`src/sv/mmc_pkg.sv`:
```
package mmc_pkg;

  localparam int MAX_COLUMNS_DEF = 64;
  localparam int NPERM           = 24;
  localparam int ACC_W           = 48;

  // operand pairs fed to the shared multiplier
  typedef enum logic [3:0] {
    OP_NONE, OP_SASB, OP_SASA, OP_SBSB, OP_AB, OP_AA, OP_BB, OP_DOT,
    OP_SQHH, OP_SQHL, OP_SQLL, OP_VLL, OP_VLH, OP_VHL, OP_VHH
  } mul_op_t;

  typedef enum logic [4:0] {
    ST_IDLE, ST_BASE, ST_BWAIT, ST_COMMIT, ST_NDOT, ST_NWAIT, ST_NABS, ST_NSQ,
    ST_NDRAIN, ST_D3LOAD, ST_DIV3, ST_NADD, ST_END, ST_FCHK, ST_VMUL, ST_VWAIT,
    ST_SQD_GO, ST_SQD_WAIT, ST_DVC_GO, ST_DVC_WAIT, ST_SQW_GO, ST_SQW_WAIT,
    ST_DVW_GO, ST_DVW_WAIT, ST_OUT
  } state_t;

  typedef struct packed {
    mul_op_t    op;
    logic [1:0] idx;
    logic [4:0] perm;
    logic       load;
    logic       commit;
    logic       take_abs;
    logic       d3_load;
    logic       d3_step;
    logic       nv_add;
    logic       count;
    logic       sq_start;
    logic       sq_sel;
    logic       take_d;
    logic       dv_start;
    logic       dv_sel;
    logic       take_cov;
    logic       finish;
  } cmd_t;

  typedef struct packed {
    logic is_final;
    logic degen;
    logic sq_done;
    logic dv_done;
    logic out_free;
  } status_t;

  // letter of the second vector paired with letter i under permutation p
  function automatic logic [1:0] perm_letter(input logic [4:0] p, input logic [1:0] i);
    logic [7:0] code;
    case (p)
      5'd0:  code = 8'hE4;  5'd1:  code = 8'hB4;  5'd2:  code = 8'hD8;
      5'd3:  code = 8'h78;  5'd4:  code = 8'h9C;  5'd5:  code = 8'h6C;
      5'd6:  code = 8'hE1;  5'd7:  code = 8'hB1;  5'd8:  code = 8'hC9;
      5'd9:  code = 8'h39;  5'd10: code = 8'h8D;  5'd11: code = 8'h2D;
      5'd12: code = 8'hD2;  5'd13: code = 8'h72;  5'd14: code = 8'hC6;
      5'd15: code = 8'h36;  5'd16: code = 8'h4E;  5'd17: code = 8'h1E;
      5'd18: code = 8'h93;  5'd19: code = 8'h63;  5'd20: code = 8'h87;
      5'd21: code = 8'h27;  5'd22: code = 8'h4B;  5'd23: code = 8'h1B;
      default: code = 8'hE4;
    endcase
    return code[{i, 1'b0} +: 2];
  endfunction

endpackage

```
`src/sv/mmc_ctrl.sv`:
```
module mmc_ctrl (
  input  logic             clk,
  input  logic             rst,
  input  logic             s_tvalid,
  output logic             s_tready,
  input  logic             null_enable,
  input  mmc_pkg::status_t status,
  output mmc_pkg::cmd_t    cmd
);
  import mmc_pkg::*;

  state_t     state, state_next;
  logic [5:0] step, step_next;
  logic [4:0] perm, perm_next;
  logic [5:0] base_off;

  always_ff @(posedge clk) begin
    if (rst) begin
      state <= ST_IDLE;
      step  <= '0;
      perm  <= '0;
    end else begin
      state <= state_next;
      step  <= step_next;
      perm  <= perm_next;
    end
  end

  assign base_off = step - 6'd3;

  always_comb begin
    state_next = state;
    step_next  = step;
    perm_next  = perm;
    cmd        = '0;
    s_tready   = 1'b0;
    case (state)
      ST_IDLE: begin
        s_tready = 1'b1;
        if (s_tvalid) begin
          cmd.load   = 1'b1;
          state_next = ST_BASE;
          step_next  = '0;
        end
      end
      // sums of products for the unshuffled column
      ST_BASE: begin
        cmd.idx = base_off[1:0];
        if (step == 6'd0)      cmd.op = OP_SASB;
        else if (step == 6'd1) cmd.op = OP_SASA;
        else if (step == 6'd2) cmd.op = OP_SBSB;
        else if (step < 6'd7)  cmd.op = OP_AB;
        else if (step < 6'd11) cmd.op = OP_AA;
        else                   cmd.op = OP_BB;
        step_next = step + 6'd1;
        if (step == 6'd14) state_next = ST_BWAIT;
      end
      ST_BWAIT: state_next = ST_COMMIT;
      ST_COMMIT: begin
        cmd.commit = 1'b1;
        step_next  = '0;
        perm_next  = '0;
        state_next = null_enable ? ST_NDOT : ST_END;
      end
      // one shuffled dot product, then its square in three pieces
      ST_NDOT: begin
        cmd.op    = OP_DOT;
        cmd.idx   = step[1:0];
        cmd.perm  = perm;
        step_next = step + 6'd1;
        if (step == 6'd3) state_next = ST_NWAIT;
      end
      ST_NWAIT: state_next = ST_NABS;
      ST_NABS: begin
        cmd.take_abs = 1'b1;
        step_next    = '0;
        state_next   = ST_NSQ;
      end
      ST_NSQ: begin
        if (step == 6'd0)      cmd.op = OP_SQHH;
        else if (step == 6'd1) cmd.op = OP_SQHL;
        else                   cmd.op = OP_SQLL;
        step_next = step + 6'd1;
        if (step == 6'd2) begin
          step_next = '0;
          if (perm == 5'(NPERM - 1)) begin
            state_next = ST_NDRAIN;
          end else begin
            perm_next  = perm + 5'd1;
            state_next = ST_NDOT;
          end
        end
      end
      ST_NDRAIN: state_next = ST_D3LOAD;
      ST_D3LOAD: begin
        cmd.d3_load = 1'b1;
        step_next   = '0;
        state_next  = ST_DIV3;
      end
      // four 11-bit digits of the divide by three
      ST_DIV3: begin
        cmd.d3_step = 1'b1;
        step_next   = step + 6'd1;
        if (step == 6'd3) state_next = ST_NADD;
      end
      ST_NADD: begin
        cmd.nv_add = 1'b1;
        state_next = ST_END;
      end
      ST_END: begin
        if (status.is_final) begin
          state_next = ST_FCHK;
        end else begin
          cmd.count  = 1'b1;
          state_next = ST_IDLE;
        end
      end
      ST_FCHK: begin
        step_next  = '0;
        state_next = status.degen ? ST_OUT : ST_VMUL;
      end
      // 96-bit variance product from four partial products
      ST_VMUL: begin
        if (step == 6'd0)      cmd.op = OP_VLL;
        else if (step == 6'd1) cmd.op = OP_VLH;
        else if (step == 6'd2) cmd.op = OP_VHL;
        else                   cmd.op = OP_VHH;
        step_next = step + 6'd1;
        if (step == 6'd3) state_next = ST_VWAIT;
      end
      ST_VWAIT: state_next = ST_SQD_GO;
      ST_SQD_GO: begin
        cmd.sq_start = 1'b1;
        state_next   = ST_SQD_WAIT;
      end
      ST_SQD_WAIT: if (status.sq_done) state_next = ST_DVC_GO;
      ST_DVC_GO: begin
        cmd.take_d   = 1'b1;
        cmd.dv_start = 1'b1;
        state_next   = ST_DVC_WAIT;
      end
      ST_DVC_WAIT: if (status.dv_done) state_next = ST_SQW_GO;
      ST_SQW_GO: begin
        cmd.take_cov = 1'b1;
        cmd.sq_start = 1'b1;
        cmd.sq_sel   = 1'b1;
        state_next   = ST_SQW_WAIT;
      end
      ST_SQW_WAIT: if (status.sq_done) state_next = ST_DVW_GO;
      ST_DVW_GO: begin
        cmd.dv_start = 1'b1;
        cmd.dv_sel   = 1'b1;
        state_next   = ST_DVW_WAIT;
      end
      ST_DVW_WAIT: if (status.dv_done) state_next = ST_OUT;
      ST_OUT: begin
        if (status.out_free) begin
          cmd.finish = 1'b1;
          state_next = ST_IDLE;
        end
      end
      default: state_next = ST_IDLE;
    endcase
  end
endmodule

```
`config.mk`:
```
export PLATFORM = sky130hd
export DESIGN_NAME = mmc_ctrl
export DESIGN_NICKNAME = d
export VERILOG_FILES = /design/src/sv/mmc_pkg.sv /design/src/sv/mmc_ctrl.sv
export SDC_FILE = /design/constraint.sdc
export NUM_CORES = 1
export LEC_CHECK = 0
export BUFFER_PORTS_ARGS = -buffer_cell sky130_fd_sc_hd__buf_2
export CAP_MARGIN = 20
export CORE_MARGIN = 2
export CORE_UTILIZATION = 48
export CTS_CLUSTER_DIAMETER = 60
export DETAILED_ROUTE_END_ITERATION = 10
export HOLD_SLACK_MARGIN = 0.06
export PLACE_DENSITY = 0.72
export SYNTH_ARGS = -nofsm -noshare
export SYNTH_HDL_FRONTEND = slang
export SYNTH_SLANG_ARGS = --single-unit
```
`constraint.sdc`:
```
create_clock -name clk -period 5.3 [get_ports clk]
set_clock_uncertainty 0.15 [all_clocks]
set_input_delay 1.59 -clock clk [delete_from_list [all_inputs] [get_ports clk]]
set_output_delay 1.59 -clock clk [all_outputs]
set_load 0.05 [all_outputs]
```
==> flow_summary.ini <==
[placed_design]
numPortBuffers = 34
pre_cts_slack_ns = 1.26
place_congestion = 0.830
dp_hpwl_um = 2830

[critical_path]
path_cells = nand2b_1, nor3_2, a22o_1, buf_2
slowest_stage = dfxtp_1
max_stage_delay_ns = 0.83
crit_family = simple AND/OR/NAND/NOR gates
crit_type = flip-flop to primary output
cp.required_ns = 3.56
crit_fanout = 23
endpoint_kind = primary output
worstSetupStartpointType = flip-flop
critPathBufInv = 1
worstPathArrival_ns = 2.55

[layout]
syn2layout_area_growth_pct = 10.0
drive_gt1_share_pct = 26.4
nets = 255
mostFrequentLayoutCell = buf_2
final_cell_mix = 34 x buf_2, 19 x nor2_1, 16 x dfxtp_1
insertedDiodeCount = 0

[global_route]
grt_overflow = 0
grt_pass1_vias = 1406
antenna_found_initial = 0
grt_busiest_layer = met2
track_usage_pct = 20.5
use_met2_pct = 31.9
use_met1_pct = 29.5
grt_start_max_net_pins = 28
grt_pass1_wl_um = 6610
gr-usage-met3_pct = 2.52

[clock_network]
cts_buffer_depth = 2
clk_latency_ns = 0.30
htreeDepth = 1
cts_made_buffers = 3
clkTransAtPathRegs_ns = 0.11
post_cts_buffers = 0
cts_root_buffer = clkbuf_4
cts_tree = yes
cts_hold_buf = 0
ctsResizeCount = 0
clkSinkCount = 16

[route]
drc = 0
drtIter0Drc = 192
wl_um = 3920
ant_nets = 0
vias = 1624
firstDrtPassIters = 4
avgViaCountPerCell = 5.70
wl_per_cell_um = 13.8

[synthesis]
netlist_instances = 215
yosys.area.top_type = dfxtp_1
ys_types = 71
synth-seq-cells = 16
ys_warn_count = 0
synth_ff_type = dfxtp_1
synth_nets = 230
synth_area_leaders = dfxtp_1 19%, ha_1 4.5%, nor2_1 4.3%, xnor2_1 4.2%, nor3_1 3.6%
synth_area_sq_um = 1660
synth_top_area_share_pct = 19.3
ys_async_sr_fraction_pct = 0
seq_area_frac_synth_pct = 19.3
synth-edff-count = 0
post_synth.cell_area_avg_sq_um = 7.71

[timing]
fin_crit_sh_pct = 80.9
drv_slew = 0
clock.fmax_ghz = 0.233
finalSetupViolations = 0
fin_setup_tns_ns = 0
period_needed_ns = 4.29
slew_headroom_pct = 48.7
worst_pin_slew_ns = 0.769
rsz0062_at_grt = false
setup_ws_ns = 1.01
hold_viol = 0

[floorplan]
rows = 21
die-area_sq_um = 3940
ios = 35
initial_core_util_pct = 49.7
die_y_um = 62.8
fp.dieW_um = 62.8
core_area_sq_um = 3340

[run]
cap_violations = 0

[min_path]
hold_class = flip-flop to flip-flop

[power_and_ir_drop]
peakVddDrop_uv = 307
p_leak_uw = 0.000759
power_density_nw_per_um2 = 451

[outcome]
status = finished clean
where the power goes:
group	internal [uW]	switching [uW]
clock network	41.9	44.4
registers	138	57.9
logic	194	346
total	374	448
cell usage after synthesis (2+ instances only):
cell type,number
a211o_1,2
a211oi_1,2
a211oi_2,2
a21o_1,2
a21o_2,2
a21oi_1,10
a221o_1,2
a22o_1,2
a31o_1,2
a31oi_1,2
and2_1,9
and3_1,2
buf_2,3
buf_4,3
buf_6,3
clkbuf_1,3
dfxtp_1,16
ha_1,6
inv_1,11
nand2_1,14
nand2b_1,6
nand3_1,7
nor2_1,19
nor3_1,12
nor3b_1,3
nor4_1,4
o211ai_1,3
o21ai_0,11
o21bai_1,2
or3_1,2
xnor2_1,8
per-stage QoR:
step	total power (uW)	instance area (sq um)	std cells	hold WS (ns)	util, %
after floorplan	652	1660	215	0.315	-
after global placement	733	1790	281	0.347	53.6
after detailed placement	736	1790	281	0.354	53.6
after CTS	825	1820	285	0.371	54.7
after global routing	889	1820	285	0.402	54.7
final	823	1820	285	0.369	54.7
final timing paths:
path	startpoint	cells past startpoint	slack, ns	to
worst min register to register	perm[1]	2	0.37	perm[1]
worst max-delay path	state[2]	4	1.01	cmd[20]
worst max register to register	state[2]	5	2.86	state[1]
worst min-delay path	perm[1]	2	0.37	perm[1]
state kept, by name, indices dropped and copies added, names as in the netlist:
name and flops:
perm 5, state 5, step 6
worst reg2reg max path, cell delays in order (launching register included):
cell	delay [ns]
dfxtp_1	0.83
nand2b_1	0.34
nor2_2	0.45
o211a_1	0.31
nor3_1	0.08
a31o_1	0.19
kinds of logic after synthesis:
| logic type | Yosys count | share of synthesized area [%] |
|---|---|---|
| xor+xnor | 8 | 4.23 |
| flops | 16 | 19.3 |
| buf+inv | 26 | 8.83 |
| mux | 2 | 1.28 |
| simple gates | 95 | 32.9 |
| compound gates | 62 | 28.9 |
| fa+ha+maj | 6 | 4.53 |
per-layer routing:
layer	vias up	share of wire, %
met5	-	0
met4	0	0.94
met3	4	4.5
met2	38	46
met1	748	49
li1	834	-
layout make-up:
cell class,instances,area [sq um]
Inverter,11,41.3
Sequential cell,16,320
Multi-Input combinational cell,173,1190
Clock buffer,4,36.3
Tap cell,46,57.6
Fill cell,360,1510
Timing Repair Buffer,35,178
Note: power is estimated with default switching activity, not from simulation.
